==> src/sv/abpt_pkg.sv <==
// ----------------------------------------------------------------------------
// abpt_pkg
// Shared widths, register indexes, op codes and reset values of the
// playback tracker.
// ----------------------------------------------------------------------------
`default_nettype none

package abpt_pkg;

  localparam int DATA_W     = 32;
  localparam int PROD_W     = 2 * DATA_W;
  localparam int RATE_W     = 17;
  localparam int CHAN_W     = 8;
  localparam int SBITS_W    = 6;
  localparam int BLK_W      = 16;
  localparam int BPS_W      = SBITS_W - 3;
  localparam int FRAME_W    = BPS_W + CHAN_W;
  localparam int OP_W       = 3;
  localparam int CFG_IDX_W  = 3;
  localparam int CFG_DATA_W = 32;

  // op codes
  localparam logic [OP_W-1:0] OP_PLAY   = 3'd0;
  localparam logic [OP_W-1:0] OP_STOP   = 3'd1;
  localparam logic [OP_W-1:0] OP_STATUS = 3'd2;
  localparam logic [OP_W-1:0] OP_QUERY  = 3'd3;
  localparam logic [OP_W-1:0] OP_SETPOS = 3'd4;

  // register indexes
  localparam logic [CFG_IDX_W-1:0] REG_SAMPLE_RATE  = 3'd0;
  localparam logic [CFG_IDX_W-1:0] REG_FORMAT_ADPCM = 3'd1;
  localparam logic [CFG_IDX_W-1:0] REG_CHANNELS     = 3'd2;
  localparam logic [CFG_IDX_W-1:0] REG_SAMPLE_BITS  = 3'd3;
  localparam logic [CFG_IDX_W-1:0] REG_BLOCK_BYTES  = 3'd4;
  localparam logic [CFG_IDX_W-1:0] REG_DATA_BYTES   = 3'd5;

  // register reset values
  localparam logic [RATE_W-1:0]  RST_SAMPLE_RATE = 17'd48000;
  localparam logic [CHAN_W-1:0]  RST_CHANNELS    = 8'd1;
  localparam logic [SBITS_W-1:0] RST_SAMPLE_BITS = 6'd16;
  localparam logic [BLK_W-1:0]   RST_BLOCK_BYTES = 16'd2;

  localparam logic [BLK_W-1:0]   ADPCM_DEFAULT_BLOCK = 16'd36;
  localparam logic [SBITS_W-1:0] PCM_DEFAULT_BITS    = 6'd16;
  localparam int                 ADPCM_SAMPLES_PER_BLOCK = 64;
  localparam int                 MS_PER_SECOND           = 1000;

  // sample count times ms per second, folded into one multiplier operand
  localparam logic [DATA_W-1:0] MS_SCALE_PCM   = DATA_W'(MS_PER_SECOND);
  localparam logic [DATA_W-1:0] MS_SCALE_ADPCM =
    DATA_W'(ADPCM_SAMPLES_PER_BLOCK * MS_PER_SECOND);

  typedef struct packed {
    logic              is_playing;
    logic              is_looping;
    logic [DATA_W-1:0] play_offset;
  } abpt_out_t;

  typedef struct packed {
    logic start;
    logic half;   // 32-bit dividend, 32 iterations
  } abpt_div_ctl_t;

endpackage

`default_nettype wire

==> src/sv/abpt_if.sv <==
// ----------------------------------------------------------------------------
// abpt_if
// Request and response channels of the playback tracker.
// ----------------------------------------------------------------------------
`default_nettype none

interface abpt_in_if
  import abpt_pkg::*;
();
  logic              valid;
  logic              ready;
  logic [OP_W-1:0]   op;
  logic              loop_flag;
  logic [DATA_W-1:0] new_position;
  logic [DATA_W-1:0] now_ms;

  modport source (output valid, op, loop_flag, new_position, now_ms, input ready);
  modport sink   (input valid, op, loop_flag, new_position, now_ms, output ready);
endinterface

interface abpt_out_if
  import abpt_pkg::*;
();
  logic              valid;
  logic              ready;
  logic              is_playing;
  logic              is_looping;
  logic [DATA_W-1:0] play_offset;

  modport source (output valid, is_playing, is_looping, play_offset, input ready);
  modport sink   (input valid, is_playing, is_looping, play_offset, output ready);
endinterface

`default_nettype wire

==> src/sv/abpt_mul.sv <==
// ----------------------------------------------------------------------------
// abpt_mul
// Bit-serial shift-add multiplier, one multiplier bit per cycle.
// ----------------------------------------------------------------------------
`default_nettype none

module abpt_mul
  import abpt_pkg::*;
(
  input  wire logic              clk_i,
  input  wire logic              rst_ni,
  input  wire logic              start_i,
  input  wire logic [DATA_W-1:0] a_i,
  input  wire logic [DATA_W-1:0] b_i,
  output logic                   done_o,
  output logic [PROD_W-1:0]      prod_o
);

  localparam int CNT_W = $clog2(DATA_W);

  logic [DATA_W-1:0] mcand_q;
  logic [PROD_W-1:0] prod_q, prod_d;
  logic [CNT_W-1:0]  cnt_q;
  logic              busy_q, done_q;
  logic [DATA_W:0]   sum;

  // upper half accumulates, lower half holds the remaining multiplier bits
  always_comb begin
    sum    = {1'b0, prod_q[PROD_W-1:DATA_W]} + (prod_q[0] ? {1'b0, mcand_q} : '0);
    prod_d = {sum, prod_q[DATA_W-1:1]};
  end

  always_ff @(posedge clk_i or negedge rst_ni) begin
    if (!rst_ni) begin
      busy_q <= 1'b0;
      done_q <= 1'b0;
      cnt_q  <= '0;
    end else begin
      done_q <= 1'b0;
      if (start_i) begin
        busy_q <= 1'b1;
        cnt_q  <= '0;
      end else if (busy_q) begin
        cnt_q <= cnt_q + 1'b1;
        if (cnt_q == CNT_W'(DATA_W - 1)) begin
          busy_q <= 1'b0;
          done_q <= 1'b1;
        end
      end
    end
  end

  always_ff @(posedge clk_i) begin
    if (start_i) begin
      mcand_q <= a_i;
      prod_q  <= {{DATA_W{1'b0}}, b_i};
    end else if (busy_q) begin
      prod_q <= prod_d;
    end
  end

  assign done_o = done_q;
  assign prod_o = prod_q;

endmodule

`default_nettype wire

==> src/sv/abpt_div.sv <==
// ----------------------------------------------------------------------------
// abpt_div
// Bit-serial restoring divider, one quotient bit per cycle, 64 or 32 steps.
// ----------------------------------------------------------------------------
`default_nettype none

module abpt_div
  import abpt_pkg::*;
(
  input  wire logic              clk_i,
  input  wire logic              rst_ni,
  input  wire abpt_div_ctl_t     ctl_i,
  input  wire logic [PROD_W-1:0] dividend_i,
  input  wire logic [DATA_W-1:0] divisor_i,
  output logic                   done_o,
  output logic [PROD_W-1:0]      quot_o,
  output logic [DATA_W-1:0]      rem_o
);

  localparam int CNT_W = $clog2(PROD_W);

  logic [DATA_W-1:0] dvs_q, rem_q, rem_d;
  logic [PROD_W-1:0] sh_q, sh_d;
  logic [CNT_W-1:0]  cnt_q;
  logic              busy_q, done_q;
  logic [DATA_W:0]   trial;
  logic [DATA_W+1:0] diff;
  logic              ge;

  // partial remainder stays below the divisor, so 33 bits cover the trial
  always_comb begin
    trial = {rem_q, sh_q[PROD_W-1]};
    diff  = {1'b0, trial} - {2'b00, dvs_q};
    ge    = !diff[DATA_W+1];
    rem_d = ge ? diff[DATA_W-1:0] : trial[DATA_W-1:0];
    sh_d  = {sh_q[PROD_W-2:0], ge};
  end

  always_ff @(posedge clk_i or negedge rst_ni) begin
    if (!rst_ni) begin
      busy_q <= 1'b0;
      done_q <= 1'b0;
      cnt_q  <= '0;
    end else begin
      done_q <= 1'b0;
      if (ctl_i.start) begin
        busy_q <= 1'b1;
        cnt_q  <= ctl_i.half ? CNT_W'(DATA_W - 1) : CNT_W'(PROD_W - 1);
      end else if (busy_q) begin
        cnt_q <= cnt_q - 1'b1;
        if (cnt_q == '0) begin
          busy_q <= 1'b0;
          done_q <= 1'b1;
        end
      end
    end
  end

  always_ff @(posedge clk_i) begin
    if (ctl_i.start) begin
      dvs_q <= divisor_i;
      rem_q <= '0;
      sh_q  <= ctl_i.half ? {dividend_i[DATA_W-1:0], {DATA_W{1'b0}}} : dividend_i;
    end else if (busy_q) begin
      rem_q <= rem_d;
      sh_q  <= sh_d;
    end
  end

  assign done_o = done_q;
  assign quot_o = sh_q;
  assign rem_o  = rem_q;

endmodule

`default_nettype wire

==> src/sv/audio_buffer_playback_tracker_core.sv <==
// ----------------------------------------------------------------------------
// audio_buffer_playback_tracker_core
// Play/stop/status/position tracking of one sound buffer against a ms clock.
// ----------------------------------------------------------------------------
// Sequencing: play, stop, status and unused ops go through ST_FIN to the
// response register. A timed position query runs the bit-serial multiplier,
// then the divider; a looping query first takes a modulo on the divider.
// Position set, when data and duration are nonzero, runs the multiplier, then
// the divider. Every register write recomputes the duration (divide, multiply,
// divide) and requests are held off until it finishes. One shift-add
// multiplier and one restoring divider are shared by all of these. The response
// register lets a new request enter while a response waits.
`default_nettype none

module audio_buffer_playback_tracker_core
  import abpt_pkg::*;
(
  input  wire logic                 clk_i,
  input  wire logic                 rst_ni,
  input  wire logic                 cfg_we_i,
  input  wire logic [CFG_IDX_W-1:0] cfg_idx_i,
  input  wire logic [CFG_DATA_W-1:0] cfg_wdata_i,
  abpt_in_if.sink                   req_i,
  abpt_out_if.source                rsp_o
);

  localparam int ST_W = 4;
  localparam logic [ST_W-1:0] ST_IDLE    = 4'd0;
  localparam logic [ST_W-1:0] ST_FIN     = 4'd1;
  localparam logic [ST_W-1:0] ST_DUR_GO  = 4'd2;
  localparam logic [ST_W-1:0] ST_DUR_Q   = 4'd3;
  localparam logic [ST_W-1:0] ST_DUR_M   = 4'd4;
  localparam logic [ST_W-1:0] ST_DUR_D   = 4'd5;
  localparam logic [ST_W-1:0] ST_QRY_MOD = 4'd6;
  localparam logic [ST_W-1:0] ST_QRY_MUL = 4'd7;
  localparam logic [ST_W-1:0] ST_QRY_DIV = 4'd8;
  localparam logic [ST_W-1:0] ST_SET_MUL = 4'd9;
  localparam logic [ST_W-1:0] ST_SET_DIV = 4'd10;

  logic [ST_W-1:0]    state_q, state_d;
  logic [RATE_W-1:0]  rate_q;
  logic               adpcm_q;
  logic [CHAN_W-1:0]  chan_q;
  logic [SBITS_W-1:0] sbits_q;
  logic [BLK_W-1:0]   blk_q;
  logic [DATA_W-1:0]  data_q;

  logic               playing_q, playing_d;
  logic               looping_q, looping_d;
  logic [DATA_W-1:0]  start_q, start_d;
  logic [DATA_W-1:0]  stored_q, stored_d;
  logic [DATA_W-1:0]  dur_q, dur_d;
  logic [DATA_W-1:0]  now_q, now_d;
  abpt_out_t          res_q, res_d;
  abpt_out_t          out_q, out_d;
  logic               out_valid_q, out_valid_d;

  logic               cfg_hit;
  logic               req_fire;
  logic [DATA_W-1:0]  elapsed;
  logic               live, expired;
  logic [BPS_W-1:0]   bps;
  logic [CHAN_W-1:0]  chan_eff;
  logic [FRAME_W-1:0] frame;
  logic [BLK_W-1:0]   blk_eff;
  logic [SBITS_W-1:0] sbits_eff;

  logic               mul_start, mul_done;
  logic [DATA_W-1:0]  mul_a, mul_b;
  logic [PROD_W-1:0]  mul_prod;
  abpt_div_ctl_t      div_ctl;
  logic               div_done;
  logic [PROD_W-1:0]  div_dvd, div_quot;
  logic [DATA_W-1:0]  div_dvs, div_rem;

  abpt_mul u_mul (
    .clk_i   (clk_i),
    .rst_ni  (rst_ni),
    .start_i (mul_start),
    .a_i     (mul_a),
    .b_i     (mul_b),
    .done_o  (mul_done),
    .prod_o  (mul_prod)
  );

  abpt_div u_div (
    .clk_i      (clk_i),
    .rst_ni     (rst_ni),
    .ctl_i      (div_ctl),
    .dividend_i (div_dvd),
    .divisor_i  (div_dvs),
    .done_o     (div_done),
    .quot_o     (div_quot),
    .rem_o      (div_rem)
  );

  assign cfg_hit = cfg_we_i && (cfg_idx_i <= REG_DATA_BYTES);

  assign req_i.ready = (state_q == ST_IDLE) && !cfg_we_i;
  assign req_fire    = req_i.valid && req_i.ready;

  assign rsp_o.valid       = out_valid_q;
  assign rsp_o.is_playing  = out_q.is_playing;
  assign rsp_o.is_looping  = out_q.is_looping;
  assign rsp_o.play_offset = out_q.play_offset;

  // PCM frame size and ADPCM block size with their zero defaults
  assign sbits_eff = (sbits_q != '0) ? sbits_q : PCM_DEFAULT_BITS;
  assign bps       = sbits_eff[SBITS_W-1:3];
  assign chan_eff  = (chan_q != '0) ? chan_q : CHAN_W'(1);
  assign frame     = FRAME_W'(bps) * FRAME_W'(chan_eff);
  assign blk_eff   = (blk_q != '0) ? blk_q : ADPCM_DEFAULT_BLOCK;

  assign elapsed = req_i.now_ms - start_q;
  assign live    = playing_q && (looping_q || dur_q == '0 || elapsed < dur_q);
  assign expired = playing_q && !live;

  always_comb begin
    state_d     = state_q;
    playing_d   = playing_q;
    looping_d   = looping_q;
    start_d     = start_q;
    stored_d    = stored_q;
    dur_d       = dur_q;
    now_d       = now_q;
    res_d       = res_q;
    out_d       = out_q;
    out_valid_d = out_valid_q;
    mul_start   = 1'b0;
    mul_a       = elapsed;
    mul_b       = data_q;
    div_ctl     = '0;
    div_dvd     = {{DATA_W{1'b0}}, elapsed};
    div_dvs     = dur_q;

    if (out_valid_q && rsp_o.ready) out_valid_d = 1'b0;

    case (state_q)
      ST_IDLE: begin
        if (req_fire) begin
          res_d   = '0;
          now_d   = req_i.now_ms;
          state_d = ST_FIN;
          case (req_i.op)
            OP_PLAY: begin
              playing_d = 1'b1;
              looping_d = req_i.loop_flag;
              start_d   = req_i.now_ms;
            end
            OP_STOP: begin
              playing_d = 1'b0;
              stored_d  = '0;
            end
            OP_STATUS: begin
              if (expired) playing_d = 1'b0;
              res_d.is_playing = live;
              res_d.is_looping = live && looping_q;
            end
            OP_QUERY: begin
              res_d.play_offset = stored_q;
              if (data_q != '0) begin
                if (expired) playing_d = 1'b0;
                if (live && dur_q != '0) begin
                  if (looping_q) begin
                    div_ctl.start = 1'b1;
                    div_ctl.half  = 1'b1;
                    state_d       = ST_QRY_MOD;
                  end else begin
                    mul_start = 1'b1;
                    state_d   = ST_QRY_MUL;
                  end
                end
              end
            end
            OP_SETPOS: begin
              stored_d = req_i.new_position;
              if (data_q != '0 && dur_q != '0) begin
                mul_start = 1'b1;
                mul_a     = req_i.new_position;
                mul_b     = dur_q;
                state_d   = ST_SET_MUL;
              end
            end
            default: ;
          endcase
        end
      end

      ST_DUR_GO: begin
        if (rate_q == '0 || data_q == '0 || (!adpcm_q && frame == '0)) begin
          dur_d   = '0;
          state_d = ST_IDLE;
        end else begin
          div_ctl.start = 1'b1;
          div_ctl.half  = 1'b1;
          div_dvd       = {{DATA_W{1'b0}}, data_q};
          div_dvs       = adpcm_q ? DATA_W'(blk_eff) : DATA_W'(frame);
          state_d       = ST_DUR_Q;
        end
      end

      ST_DUR_Q: begin
        if (div_done) begin
          mul_start = 1'b1;
          mul_a     = div_quot[DATA_W-1:0];
          mul_b     = adpcm_q ? MS_SCALE_ADPCM : MS_SCALE_PCM;
          state_d   = ST_DUR_M;
        end
      end

      ST_DUR_M: begin
        if (mul_done) begin
          div_ctl.start = 1'b1;
          div_dvd       = mul_prod;
          div_dvs       = DATA_W'(rate_q);
          state_d       = ST_DUR_D;
        end
      end

      ST_DUR_D: begin
        if (div_done) begin
          // saturate durations beyond 32 bits
          dur_d   = (|div_quot[PROD_W-1:DATA_W]) ? '1 : div_quot[DATA_W-1:0];
          state_d = ST_IDLE;
        end
      end

      ST_QRY_MOD: begin
        if (div_done) begin
          mul_start = 1'b1;
          mul_a     = div_rem;
          state_d   = ST_QRY_MUL;
        end
      end

      ST_QRY_MUL: begin
        if (mul_done) begin
          div_ctl.start = 1'b1;
          div_dvd       = mul_prod;
          state_d       = ST_QRY_DIV;
        end
      end

      ST_QRY_DIV: begin
        if (div_done) begin
          if ((|div_quot[PROD_W-1:DATA_W]) || div_quot[DATA_W-1:0] > data_q)
            res_d.play_offset = data_q;
          else
            res_d.play_offset = div_quot[DATA_W-1:0];
          state_d = ST_FIN;
        end
      end

      ST_SET_MUL: begin
        if (mul_done) begin
          div_ctl.start = 1'b1;
          div_dvd       = mul_prod;
          div_dvs       = data_q;
          state_d       = ST_SET_DIV;
        end
      end

      ST_SET_DIV: begin
        if (div_done) begin
          start_d = now_q - div_quot[DATA_W-1:0];
          state_d = ST_FIN;
        end
      end

      ST_FIN: begin
        if (!out_valid_q || rsp_o.ready) begin
          out_valid_d = 1'b1;
          out_d       = res_q;
          state_d     = ST_IDLE;
        end
      end

      default: state_d = ST_IDLE;
    endcase

    // any register write restarts the duration calculation
    if (cfg_hit) state_d = ST_DUR_GO;
  end

  always_ff @(posedge clk_i or negedge rst_ni) begin
    if (!rst_ni) begin
      state_q     <= ST_IDLE;
      rate_q      <= RST_SAMPLE_RATE;
      adpcm_q     <= 1'b0;
      chan_q      <= RST_CHANNELS;
      sbits_q     <= RST_SAMPLE_BITS;
      blk_q       <= RST_BLOCK_BYTES;
      data_q      <= '0;
      playing_q   <= 1'b0;
      looping_q   <= 1'b0;
      start_q     <= '0;
      stored_q    <= '0;
      dur_q       <= '0;
      out_valid_q <= 1'b0;
    end else begin
      state_q     <= state_d;
      playing_q   <= playing_d;
      looping_q   <= looping_d;
      start_q     <= start_d;
      stored_q    <= stored_d;
      dur_q       <= dur_d;
      out_valid_q <= out_valid_d;
      if (cfg_we_i) begin
        case (cfg_idx_i)
          REG_SAMPLE_RATE:  rate_q  <= cfg_wdata_i[RATE_W-1:0];
          REG_FORMAT_ADPCM: adpcm_q <= cfg_wdata_i[0];
          REG_CHANNELS:     chan_q  <= cfg_wdata_i[CHAN_W-1:0];
          REG_SAMPLE_BITS:  sbits_q <= cfg_wdata_i[SBITS_W-1:0];
          REG_BLOCK_BYTES:  blk_q   <= cfg_wdata_i[BLK_W-1:0];
          REG_DATA_BYTES:   data_q  <= cfg_wdata_i[DATA_W-1:0];
          default: ;
        endcase
      end
    end
  end

  always_ff @(posedge clk_i) begin
    now_q <= now_d;
    res_q <= res_d;
    out_q <= out_d;
  end

endmodule

`default_nettype wire

==> src/flat_wrapper.sv <==
// flat-port wrapper written by rule: the top's interface ports become plain ports
module audio_buffer_playback_tracker_core_flat import abpt_pkg::*;
  (clk_i, rst_ni, cfg_we_i, cfg_idx_i, cfg_wdata_i, req_i_valid, req_i_op, req_i_loop_flag, req_i_new_position, req_i_now_ms, req_i_ready, rsp_o_valid, rsp_o_is_playing, rsp_o_is_looping, rsp_o_play_offset, rsp_o_ready);
  abpt_in_if req_i_i ();
  abpt_out_if rsp_o_i ();
  input  wire logic clk_i;
  input  wire logic rst_ni;
  input  wire logic cfg_we_i;
  input  wire logic [CFG_IDX_W-1:0] cfg_idx_i;
  input  wire logic [CFG_DATA_W-1:0] cfg_wdata_i;
  input wire logic [$bits(req_i_i.valid)-1:0] req_i_valid;
  input wire logic [$bits(req_i_i.op)-1:0] req_i_op;
  input wire logic [$bits(req_i_i.loop_flag)-1:0] req_i_loop_flag;
  input wire logic [$bits(req_i_i.new_position)-1:0] req_i_new_position;
  input wire logic [$bits(req_i_i.now_ms)-1:0] req_i_now_ms;
  output wire logic [$bits(req_i_i.ready)-1:0] req_i_ready;
  output wire logic [$bits(rsp_o_i.valid)-1:0] rsp_o_valid;
  output wire logic [$bits(rsp_o_i.is_playing)-1:0] rsp_o_is_playing;
  output wire logic [$bits(rsp_o_i.is_looping)-1:0] rsp_o_is_looping;
  output wire logic [$bits(rsp_o_i.play_offset)-1:0] rsp_o_play_offset;
  input wire logic [$bits(rsp_o_i.ready)-1:0] rsp_o_ready;
  assign req_i_i.valid = req_i_valid;
  assign req_i_i.op = req_i_op;
  assign req_i_i.loop_flag = req_i_loop_flag;
  assign req_i_i.new_position = req_i_new_position;
  assign req_i_i.now_ms = req_i_now_ms;
  assign req_i_ready = req_i_i.ready;
  assign rsp_o_valid = rsp_o_i.valid;
  assign rsp_o_is_playing = rsp_o_i.is_playing;
  assign rsp_o_is_looping = rsp_o_i.is_looping;
  assign rsp_o_play_offset = rsp_o_i.play_offset;
  assign rsp_o_i.ready = rsp_o_ready;
  audio_buffer_playback_tracker_core u_core (.clk_i(clk_i), .rst_ni(rst_ni), .cfg_we_i(cfg_we_i), .cfg_idx_i(cfg_idx_i), .cfg_wdata_i(cfg_wdata_i), .req_i(req_i_i), .rsp_o(rsp_o_i));
endmodule
==> config.mk <==
export PLATFORM = sky130hd
export DESIGN_NAME = audio_buffer_playback_tracker_core_flat
export DESIGN_NICKNAME = d
export VERILOG_FILES = /design/src/sv/abpt_pkg.sv /design/src/sv/abpt_if.sv /design/src/sv/abpt_mul.sv /design/src/sv/abpt_div.sv /design/src/sv/audio_buffer_playback_tracker_core.sv /design/src/flat_wrapper.sv
export SDC_FILE = /design/constraint.sdc
export NUM_CORES = 1
export LEC_CHECK = 0
export BUFFER_PORTS_ARGS = -buffer_cell sky130_fd_sc_hd__buf_4
export CORE_MARGIN = 2
export CORE_UTILIZATION = 37
export CTS_CLUSTER_SIZE = 25
export DETAILED_ROUTE_END_ITERATION = 8
export GPL_TIMING_DRIVEN = 0
export HOLD_SLACK_MARGIN = 0.05
export PLACE_DENSITY_LB_ADDON = 0.2
export SLEW_MARGIN = 5
export SYNTH_ARGS = -nofsm -noshare
export SYNTH_HDL_FRONTEND = slang
export SYNTH_HIERARCHICAL = 1
export SYNTH_SLANG_ARGS = --single-unit
==> constraint.sdc <==
create_clock -name clk_i -period 16.2 [get_ports clk_i]
set_input_delay 0 -clock clk_i [delete_from_list [all_inputs] [get_ports clk_i]]
set_output_delay 0 -clock clk_i [all_outputs]
set_load 0.005 [all_outputs]
# After elaboration in Yosys (flattened, before gate mapping)
# Cells that the tools add are included.
[totals]
register_bits = 522
in_bits = 108
elab_cells = 239
[classes]
n_addsub = 6
mul = 1
order_cmp = 3
n_eq_ne = 36
n_mux = 101
reduce_logical = 60
[ops]
columns = ["cell", "count"]
rows = [
  ["32-bit 2-to-1 mux", 27],
  ["32-bit case mux with 2 select lines", 5],
  ["64-bit 2-to-1 mux", 4],
  ["32-bit case mux with 3 select lines", 2],
  ["64-bit case mux with 2 select lines", 1],
  ["32-bit zero test", 2],
  ["32-bit nonzero test", 2],
  ["32-bit subtractor", 2],
  ["4-bit 2-to-1 mux", 13],
  ["16-bit 2-to-1 mux", 3],
  ["4-bit case mux with 10 select lines", 1],
  ["33-bit by 32-bit subtractor with 34-bit output", 1],
  ["32-bit by 32-bit adder with 33-bit output", 1],
  ["32-bit greater-than comparator", 1],
  ["32-bit < comparator", 1],
  ["32-bit OR reduction", 1],
  ["1-bit 2-to-1 mux", 25],
  ["6-bit 2-to-1 mux", 4],
  ["3-bit by 2-bit != test with 1-bit output (second input constant)", 6],
  ["17-bit zero test", 1],
  ["4-bit by 3-bit equality test with 1-bit output (second input constant)", 4],
  ["2-bit AND reduction", 8],
  ["16-bit nonzero test", 1],
  ["2-bit 2-to-1 mux", 7],
  ["other kinds (36)", 84],
]

# Longest topological paths before layout
# Gate-level depths: netlist of the first run.
[depth]
depth_word = 12
ltp_mapped = 27

# Cells and area by module
# The synthesis of the first run kept the hierarchy.
[modules_own_cells]
columns = ["mod", "n_inst", "cells_each", "area_each_um2", "seq_area_each_um2"]
rows = [
  ["audio_buffer_playback_tracker_core", 1, 2271, 20300.7, 7594.8],
  ["abpt_div", 1, 748, 7754.9, 3723.6],
  ["abpt_mul", 1, 485, 5482.8, 2737.6],
]

# Least setup slack after synthesis of the first run
# Ideal clock, no wire load.
[synth_path]
kind = "reg2reg"
startpoint = "reg u_core.sbits_q[3]"
endpoint = "reg u_core.u_div.sh_q[0] (netlist: u_core/u_div/quot_o[0]) (enable)"
setup_ns = 0.418
arrival_time_ns = 5.843
slack_ns = 9.939
path_stages_with_launch = 18
path_buffers = 1
synth_period_minus_slack_ns = 6.261
path_cell_list = "dfrtp_1 nor2_1 a21oi_1 nor2b_1 fa_1 ha_1 fa_1 a21oi_1 o21bai_1 xnor2_1 nor4b_1 and4_1 a21oi_1 nor2_1 nand2_1 clkbuf_1 nor2_1 inv_1"
[synth_rtl]
columns = ["element", "line", "rtl"]
rows = [
  ["start: declaration", "audio_buffer_playback_tracker_core.sv:44", "logic [SBITS_W-1:0] sbits_q;"],
  ["start signal: assignment", "audio_buffer_playback_tracker_core.sv:313", "REG_SAMPLE_BITS: sbits_q <= cfg_wdata_i[SBITS_W-1:0];"],
  ["end signal: assignment", "abpt_div.sv:63", "sh_q <= ctl_i.half ? {dividend_i[DATA_W-1:0], {DATA_W{1'b0}}} : dividend_i;"],
  ["end: declaration", "abpt_div.sv:23", "logic [PROD_W-1:0] sh_q, sh_d;"],
]

# Worst setup path in the final report of the first run
[layout_path]
startpoint = "reg u_core.start_q[8]"
endpoint = "reg u_core.u_mul.prod_q[41] (netlist: u_core/u_mul/prod_o[41])"
[layout_via]
elab_chain_cells = 10
[layout_rtl]
columns = ["element", "line", "rtl"]
rows = [
  ["start: declaration", "audio_buffer_playback_tracker_core.sv:50", "logic [DATA_W-1:0] start_q, start_d;"],
  ["start signal: assignment", "audio_buffer_playback_tracker_core.sv:304", "start_q <= start_d;"],
  ["32-bit subtractor", "audio_buffer_playback_tracker_core.sv:114", "assign elapsed = req_i.now_ms - start_q;"],
  ["32-bit < comparator", "audio_buffer_playback_tracker_core.sv:115", "assign live = playing_q && (looping_q || dur_q == '0 || elapsed < dur_q);"],
  ["1-bit logical OR", "audio_buffer_playback_tracker_core.sv:115", ""],
  ["1-bit logical AND", "audio_buffer_playback_tracker_core.sv:115", ""],
  ["1-bit logical AND", "audio_buffer_playback_tracker_core.sv:163", "if (live && dur_q != '0) begin"],
  ["1-bit 2-to-1 mux", "audio_buffer_playback_tracker_core.sv:163", ""],
  ["1-bit 2-to-1 mux", "audio_buffer_playback_tracker_core.sv:161", "if (data_q != '0) begin"],
  ["1-bit case mux with 2 select lines", "audio_buffer_playback_tracker_core.sv:144", "case (req_i.op)"],
  ["1-bit 2-to-1 mux", "audio_buffer_playback_tracker_core.sv:140", "if (req_fire) begin"],
  ["1-bit case mux with 2 select lines", "audio_buffer_playback_tracker_core.sv:138", "case (state_q)"],
  ["via u_core.mul_start", "audio_buffer_playback_tracker_core.sv:68", "logic mul_start, mul_done;"],
  ["end signal: assignment", "abpt_mul.sv:56", "prod_q <= {{DATA_W{1'b0}}, b_i};"],
  ["end signal: assignment", "abpt_mul.sv:58", "prod_q <= prod_d;"],
  ["end: declaration", "abpt_mul.sv:22", "logic [PROD_W-1:0] prod_q, prod_d;"],
]
# The timed path passes the listed nets, and every way through them passes these cells.
# A chain may end at the register's enable or synchronous reset.

==> metrics.md, run 1 <==
| Metric | Value |
|---|---|
| Outcome | `complete, no violations` |
| Root Driver | `clkbuf_16` |
| EDFF count, synth | `260` |
| Tcrit/Tclk final | `between 50 and 60%` |
| Worst EP arrival | `between 9 and 10 ns` |
| R2R depth | `24` |
| Filler cells | `about 8800` |
| Worst min-delay path startpoint | `req_i_now_ms[23]` |
| Syn-to-layout area delta | `17.2%` |
| Die X | `305 um` |
| Post-Synthesis Cells | `around 3500` |
| Vias in the first global route | `28600` |
| First-pass DRT Iterations | `9` |
| Slew @ Worst Pin | `1.32 ns` |
| Pin count of the biggest net entering global routing | `102` |
| Num CTS Buffers | `57` |
| Worst reg2reg setup slack | `7.62 ns` |
| Initial antenna violation count | `12` |
| CTS clk-pin slew, worst paths | `around 0.06 ns` |
| Clk sinks | `522` |
| Clk Latency, worst-skew pair | `between 0.6 and 0.7 ns` |
| Synthesis Warnings | `6` |
| Die Span Y | `305 um` |
| Total global-route track usage | `28.9%` |
| Cell variety after synth | `102` |
| WHS Endpoint | `u_core/now_q[23]` |
| Top-count cell post-synth | `nand2_1` |
| IO buf count | `between 100 and 150` |
| RSZ-0062 raised after global routing | `false` |
| Cts hold-fix bufs | `112` |
| Crit end category | `register` |
| Syn Area/Cell | `9.57 um^2` |
| First-pass GRT wire length | `198 mm` |
| Final worst slack | `roughly 7.6 ns` |
| Crit-path slowest cell | `o21ai_0` |
| Layout cell share with drive strength beyond 1 | `12.4%` |
| Final min period | `about 8.6 ns` |
| Slew Viols, Final | `0` |
| Max incr delay on CP | `1.02 ns` |
| IO Pins | `144` |
| Synthesized cell area | `around 34000 um^2` |
| Worst r2r dst | `u_core/u_mul/prod_o[41]` |
| Post-synthesis sequential area ratio | `41.9%` |
| Fmax | `~120 MHz` |
| CP Launch Type | `register` |
| Drt wl/cell | `27.2 um` |
| Initial core utilization | `37.3%` |
| Fin. Hold Viols | `0` |
| Worst rel slew slack | `a little under an eighth` |
| Ranking of synthesized cells by area | `edfxtp_1, dfrtp_1, ha_1` |
| Fin Clk Skew | `around 0.036 ns` |
| Iteration-0 DRC Markers | `4129` |
| Cell taking the most area after synthesis | `edfxtp_1` |
| Setup TNS | `0 ns` |
| H-tree depth | `2` |
| Leakage power total | `16.5 nW` |
| Syn Nets | `3826` |
| Maxcap violations | `0` |
| Cell family with the largest share of critical-path delay | `compound AO/OA/AOI/OAI gates` |
| Pre-CTS WS | `~8 ns` |
| Ys async rst share | `between 30% and 40%` |
| Worst path bufs/invs | `7` |
| CTS tree | `built` |
| CP Data Required Time | `16.71 ns` |
| DR DRC count | `0` |
| Setup-failing EPs final | `0` |
| Die area | `~93000 um^2` |
| Crit-path max FO | `34` |
| Critical path type | `register to register` |
| Nets | `about 4100` |
| Synth cell count leaders | `nand2_1, o21ai_0, edfxtp_1` |
| GP Congestion | `1.01` |
| Resized Gates After CTS | `0` |
| Total core area | `89900 um^2` |
| Row Count | `110` |
| Remaining Overflow, GRT | `0` |
| Peak supply drop | `0.102 mV` |
| Primary FF master, synth | `edfxtp_1` |
| Final HPWL DP | `between 100 and 150 mm` |
| Via count | `30100` |
| Launch point of the worst reg-to-reg path | `u_core/start_q[8]` |
| WL final | `138 mm` |
| Hold depth | `2` |
| Clock Tree Buf Depth | `3` |
| Number of vias per cell | `5.97` |
| Crit path cell chain | `inv_1 -> ha_1 -> clkbuf_1 -> a21oi_1 -> o21ai_0 -> a221oi_1 -> nand2_1 -> a31oi_1 -> xor2_1 -> inv_1 -> ha_1 -> and4_1 -> a221oi_1 -> nor3_1 -> a2111oi_0 -> a211oi_1 -> o21ai_0 -> nand3b_1 -> nand2_2 -> buf_12 -> buf_1 -> buf_1 -> clkbuf_1 -> nor2_1` |
| Area share of the largest cell type after synthesis | `23.3%` |
| Routed Antenna Nets | `0` |
| Post-CTS Repair Setup Buffers | `0` |
| #FFs+latches synth | `522` |
| PD cells | `204 nW/um^2` |
| HP Class | `input port to register` |
## where the power goes
part | total (mW) | internal [mW] | switching (mW)
logic | 4.26 | 1.56 | 2.71
registers | 2.36 | 1.92 | 0.445
clock network | 1.41 | 0.823 | 0.584
total | 8.04 | 4.30 | 3.74
## routing by layer
metal	part of all wire, %	routed length, um	up-vias	global-route usage (%)
met5	0.030	41	-	0
met4	4.3	5900	6	11.9
met3	9.4	13000	245	5.12
met2	43	58800	1546	43.0
met1	44	60000	14800	41.4
li1	-	-	13600	-
## registers in the layout, indices dropped and copies added (netlist names), 4 cells and up
signal and cells:
u_core/u_mul/prod_o 64, u_core/rsp_o.play_offset 32, u_core/u_div/quot_o 64, u_core/u_div/rem_o 32
u_core/stored_q 32, u_core/start_q 32, u_core/state_q 4, u_core/u_mul/cnt_q 5
u_core/chan_q 8, u_core/now_q 32, u_core/u_div/cnt_q 6, u_core/u_mul/mcand_q 32
u_core/u_div/dvs_q 32, u_core/dur_q 32, u_core/blk_q 16, u_core/res_q 34
u_core/data_q 32, u_core/rate_q 17, u_core/sbits_q 6
## kinds of logic (layout without fill, tap and decap cells)
logic type / Yosys count / count (layout) / synth area share, %
AND/OR/NAND/NOR: 1038 / 1038 / 15.0
AO/OA/AOI/OAI: 1010 / 1010 / 20.5
flip-flops: 522 / 522 / 41.9
buffers and inverters: 396 / 759 / 4.72
adder cells (fa/ha/maj): 214 / 214 / 8.23
multiplexers: 209 / 209 / 6.67
XOR/XNOR: 115 / 115 / 3.00
other: 0 / 7 / 0
## metrics by stage
stage / cells / hold slack, ns / power [mW] / util [%] / instance area (um^2)
after floorplan: 3504 / -0.296 / 4.98 / - / 33500
after global placement: 4820 / 0.214 / 6.45 / 40.1 / 36100
after detailed placement: 4826 / 0.0780 / 6.47 / 40.3 / 36200
after CTS: 5043 / 0.0809 / 7.92 / 43.7 / 39300
after global routing: 5043 / 0.105 / 8.47 / 43.7 / 39300
final: 5050 / 0.0979 / 8.04 / 43.8 / 39300
## worst max-delay path by stage
stage	startpoint	to	slack [ns]	cells after the start
2_1_floorplan	u_core/sbits_q[3]	u_core/u_div/quot_o[0]	9.94	17
3_3_place_gp	u_core/sbits_q[3]	u_core/u_div/quot_o[52]	6.64	17
3_5_place_dp	u_core/start_q[8]	u_core/u_mul/prod_o[41]	7.99	24
4_1_cts	u_core/start_q[8]	u_core/u_mul/prod_o[41]	8.00	24
5_1_grt	u_core/start_q[8]	u_core/u_mul/prod_o[46]	7.42	24
6_report	u_core/start_q[8]	u_core/u_mul/prod_o[41]	7.62	24
## worst register-to-register path: cells and delay by family, from the launching register on
family                   cells  cell delay [ns]
XOR/XNOR                     1             0.52
flip-flops                   1             0.36
AND/OR/NAND/NOR              6             1.04
AO/OA/AOI/OAI                8             3.28
buffers and inverters        7             2.72
adder cells (fa/ha/maj)      2             0.52
## area by class of cell
type / count / area (um^2) / share of cell area (%)
Sequential cell: 522 / 14100 / 35.7
Tap cell: 1176 / 1470 / 3.74
Timing Repair Buffer: 258 / 2300 / 5.85
Antenna cell: 7 / 17.5 / 0.0445
Buffer: 183 / 782 / 1.99
Clock buffer: 78 / 1620 / 4.11
Inverter: 213 / 802 / 2.04
Clock inverter: 27 / 347 / 0.881
Multi-Input combinational cell: 2586 / 17900 / 45.6
## cell usage in the layout (no fill, tap or decap), types with 89 or more instances in the layout
cell type	count
nor2_1	226
buf_4	142
dlygate4sd3_1	112
a22o_1	89
nand2_1	353
dfrtp_1	188
o21ai_0	297
a21oi_1	196
edfxtp_1	260
clkbuf_1	136
inv_1	209
mux2i_1	93
mux2_2	115
ha_1	203
and2_1	91
Power figures use the tool's default switching activity.
==> run 2: changes to the inputs <==
ABC_AREA = 1   (was default)
clock period = 7.4 ns   (was 16.2 ns; I/O delays follow)
==> metrics.md, run 2 <==
| Metric | Value |
|---|---|
| Outcome | `complete, no violations` |
| First-pass GRT wire length | `228 mm (+15%)` |
| Fmax | `144 MHz (+24%)` |
| Crit-path slowest cell | `nor2_1` |
| Post-Synthesis Cells | `5244 (+50%)` |
| Remaining Overflow, GRT | `0 (unchanged)` |
| IO buf count | `143 (+2.1%)` |
| Primary FF master, synth | `edfxtp_1` |
| Resized Gates After CTS | `0 (unchanged)` |
| Worst rel slew slack | `24.7% (+13 points)` |
| Syn Nets | `5566 (+45%)` |
| Syn Area/Cell | `7.08 um^2 (-26%)` |
| Share of power burned in registers | `24.8% (-4.6 points)` |
| H-tree depth | `3 (+1)` |
| Synthesized cell area | `37100 um^2 (+11%)` |
| Cell family with the largest share of critical-path delay | `simple AND/OR/NAND/NOR gates` |
| Nets | `5905 (+43%)` |
| Net Sw Power | `11.3 mW (+200%)` |
| Final min period | `6.95 ns (-1.64 ns)` |
| Clk network pwr share | `16.0% (-1.5 points)` |
| Clk sinks | `522 (unchanged)` |
| Total global-route track usage | `30.2% (+1.3 points)` |
| Number of vias per cell | `5.42 (-9.2%)` |
| Storage element area | `14100 um^2 (unchanged)` |
| CP Launch Type | `register` |
| Slew Viols, Final | `0 (unchanged)` |
| Max incr delay on CP | `0.74 ns (-0.28 ns)` |
| Maxcap violations | `0 (unchanged)` |
| Cell taking the most area after synthesis | `edfxtp_1` |
| Area after DPL | `40000 um^2 (+10%)` |
| Leakage power total | `21.2 nW (+28%)` |
| Combinational fraction of design power | `59.2% (+6.1 points)` |
| WL final | `159 mm (+15%)` |
| Row Count | `116 (+5.5%)` |
| Vias in the first global route | `34800 (+22%)` |
| Worst EP arrival | `7.48 ns (-1.62 ns)` |
| Setup TNS | `0 ns (unchanged)` |
| EDFF count, synth | `260 (unchanged)` |
| Die X | `321 um (+5.1%)` |
| Area share of the largest cell type after synthesis | `21.0% (-2.2 points)` |
| Clk Latency, worst-skew pair | `0.66 ns (about the same)` |
| GP Congestion | `1.02 (+0.89%)` |
| Die area | `103000 um^2 (+11%)` |
| Worst path most repeated cell | `nand2_1` |
| Setup-failing EPs final | `0 (unchanged)` |
| Routed Antenna Nets | `0 (unchanged)` |
| Total core area | `99700 um^2 (+11%)` |
| Final HPWL DP | `129 mm (+19%)` |
| Fin Clk Skew | `0.0416 ns (+0.00527 ns)` |
| Post-synthesis sequential area ratio | `37.9% (-4.0 points)` |
| Most common cell after layout, fill and taps aside | `nand2_1` |
| HP Class | `input port to register` |
| First-pass DRT Iterations | `6 (-3)` |
| Footprint of the multi-input gates | `19200 um^2 (+7.1%)` |
| Cell variety after synth | `66 (-35%)` |
| Initial core utilization | `37.2% (-0.094 points)` |
| Die Span Y | `321 um (+5.1%)` |
| Synth cell count leaders | `nand2_1, inv_1, nor2_1` |
| Placed cell count | `6692 (+39%)` |
| Drt wl/cell | `22.8 um (-16%)` |
| Pin count of the biggest net entering global routing | `96 (-5.9%)` |
| CP Data Required Time | `7.94 ns (-8.77 ns)` |
| Fin. Hold Viols | `0 (unchanged)` |
| RSZ-0062 raised after global routing | `false` |
| Iteration-0 DRC Markers | `4349 (+5.3%)` |
| DR DRC count | `0 (unchanged)` |
| Worst path bufs/invs | `4 (-3)` |
| Layout cell share with drive strength beyond 1 | `7.77% (-4.7 points)` |
| Cts hold-fix bufs | `119 (+6.3%)` |
| Crit end category | `register` |
| Tcrit/Tclk final | `93.9% (+41 points)` |
| Via count | `37600 (+25%)` |
| #FFs+latches synth | `522 (unchanged)` |
| Filler cells | `10300 (+16%)` |
| Peak supply drop | `0.239 mV (+130%)` |
| Final core utilization | `43.7% (-0.10 points)` |
| Ranking of synthesized cells by area | `edfxtp_1, nand2_1, dfrtp_1` |
| PD cells | `498 nW/um^2 (+140%)` |
| Switch share | `52.3% (+5.8 points)` |
| Critical path type | `register to register` |
| CTS tree | `built` |
| Clock Tree Buf Depth | `3 (unchanged)` |
| Syn-to-layout area delta | `17.3% (about the same)` |
| Cell Count, Final, Fillers Out | `6939 (+37%)` |
| IO Pins | `144 (unchanged)` |
| Num CTS Buffers | `68 (+19%)` |
| Top-count cell post-synth | `nand2_1` |
| Slew @ Worst Pin | `1.12 ns (-0.197 ns)` |
| CTS clk-pin slew, worst paths | `0.06 ns (about the same)` |
| Initial antenna violation count | `5 (-7)` |
| Synthesis Warnings | `6 (unchanged)` |
| Most frequent cells in the layout | `nand2_1, inv_1, nor2_1` |
| Post-CTS Repair Setup Buffers | `0 (unchanged)` |
| Root Driver | `clkbuf_16` |
| Ys async rst share | `37.9% (unchanged)` |
| Final non-filler cell area | `43500 um^2 (+11%)` |
| Pint | `10.3 mW (+140%)` |
| Crit-path max FO | `33 (-2.9%)` |
run 2: cell types whose count changed after synthesis, sizes merged, moves of 39 or more:
cell   before   now
a21o       76    13
a22o       89     2
and2       92     2
inv       212   794
mux2      116     0
mux2i      93     4
nand2     373  1617
nand3      80   319
nor2      228   436
nor2b      39     0
o21ai     308   474
o22ai       4    47
run 2: logic make-up (layout without fill, tap and decap cells):
family | count (synthesis) | in the layout | synth area share [%]
adders and majority gates | 214 | 214 | 7.44
xor gates and xnor gates | 65 | 65 | 1.53
AOI/OAI and AO/OA | 931 | 931 | 14.2
muxes | 4 | 4 | 0.108
other | 0 | 2 | 0
buffers and inverters | 980 | 1375 | 10.5
DFF | 522 | 522 | 37.9
and+or+nand+nor | 2528 | 2528 | 28.4
run 2: power groups by stage:
stage | logic, mW | clock network (mW) | registers, mW
after floorplan | 8.19 | 0 | 4.87
after CTS | 12.5 | 3.52 | 5.32
after detailed placement | 12.4 | 0 | 5.36
final | 12.8 | 3.47 | 5.38
after global placement | 12.3 | 0 | 5.38
after global routing | 14.0 | 3.63 | 5.44
run 2: worst paths after layout:
kind,startpoint,to,slack [ns],cells after the start
worst max-delay path,u_core/start_q[0],u_core/u_mul/cnt_q[1],0.45,27
worst min-delay path,req_i_now_ms[15],u_core/now_q[15],0.13,2
worst max register to register,u_core/start_q[0],u_core/u_mul/cnt_q[1],0.45,27
worst min register to register,u_core/res_q[19],u_core/rsp_o.play_offset[19],0.42,0
max in group asynchronous,rst_ni,u_core/blk_q[9],5.22,4
min in group asynchronous,rst_ni,u_core/blk_q[15],0.53,3
run 2: final cells by class:
cell class,instances,area share (%)
multi-input combinational,3742,44.1
sequential,522,32.3
inverter,798,6.89
timing repair buffer,269,5.62
clock buffer,86,4.35
tap,1298,3.73
buffer,182,2.04
clock inverter,40,0.954
antenna,2,0.0115
run 2: per-stage QoR:
step           worst slack, ns  hold slack (ns)  total power [mW]
6_report                 0.454            0.125              21.7
5_1_grt                  0.143            0.113              23.0
4_1_cts                  0.593           0.0971              21.4
3_5_place_dp             0.617            0.119              17.8
3_3_place_gp             -2.41            0.210              17.7
2_1_floorplan            0.775           -0.296              13.1
run 2: worst register-to-register path, stage by stage (launching register included):
cell	delay (ns)
dfrtp_1	0.38
ha_1	0.18
inv_1	0.08
fa_1	0.19
nand2_1	0.08
a21oi_1	0.36
nand3_1	0.12
nand2_1	0.20
nand2_1	0.07
nand2_1	0.14
xor2_1	0.55
inv_1	0.20
ha_1	0.32
nand2_1	0.08
nor4_1	0.29
nand2_1	0.08
nand2_1	0.10
nand2_1	0.07
nand2_1	0.20
nand2_1	0.18
nand4_1	0.11
nand2_1	0.06
nand2_1	0.11
nand2_2	0.54
buf_2	0.48
nor2_1	0.74
inv_2	0.58
o21ai_0	0.34
run 2: layer usage:
layer	GRT usage, %	wire [um]	up-vias
li1	-	-	17800
met2	46.4	68400	1634
met1	41.1	67400	17800
met4	15.0	9210	2
met5	0	11	-
met3	4.93	13400	319
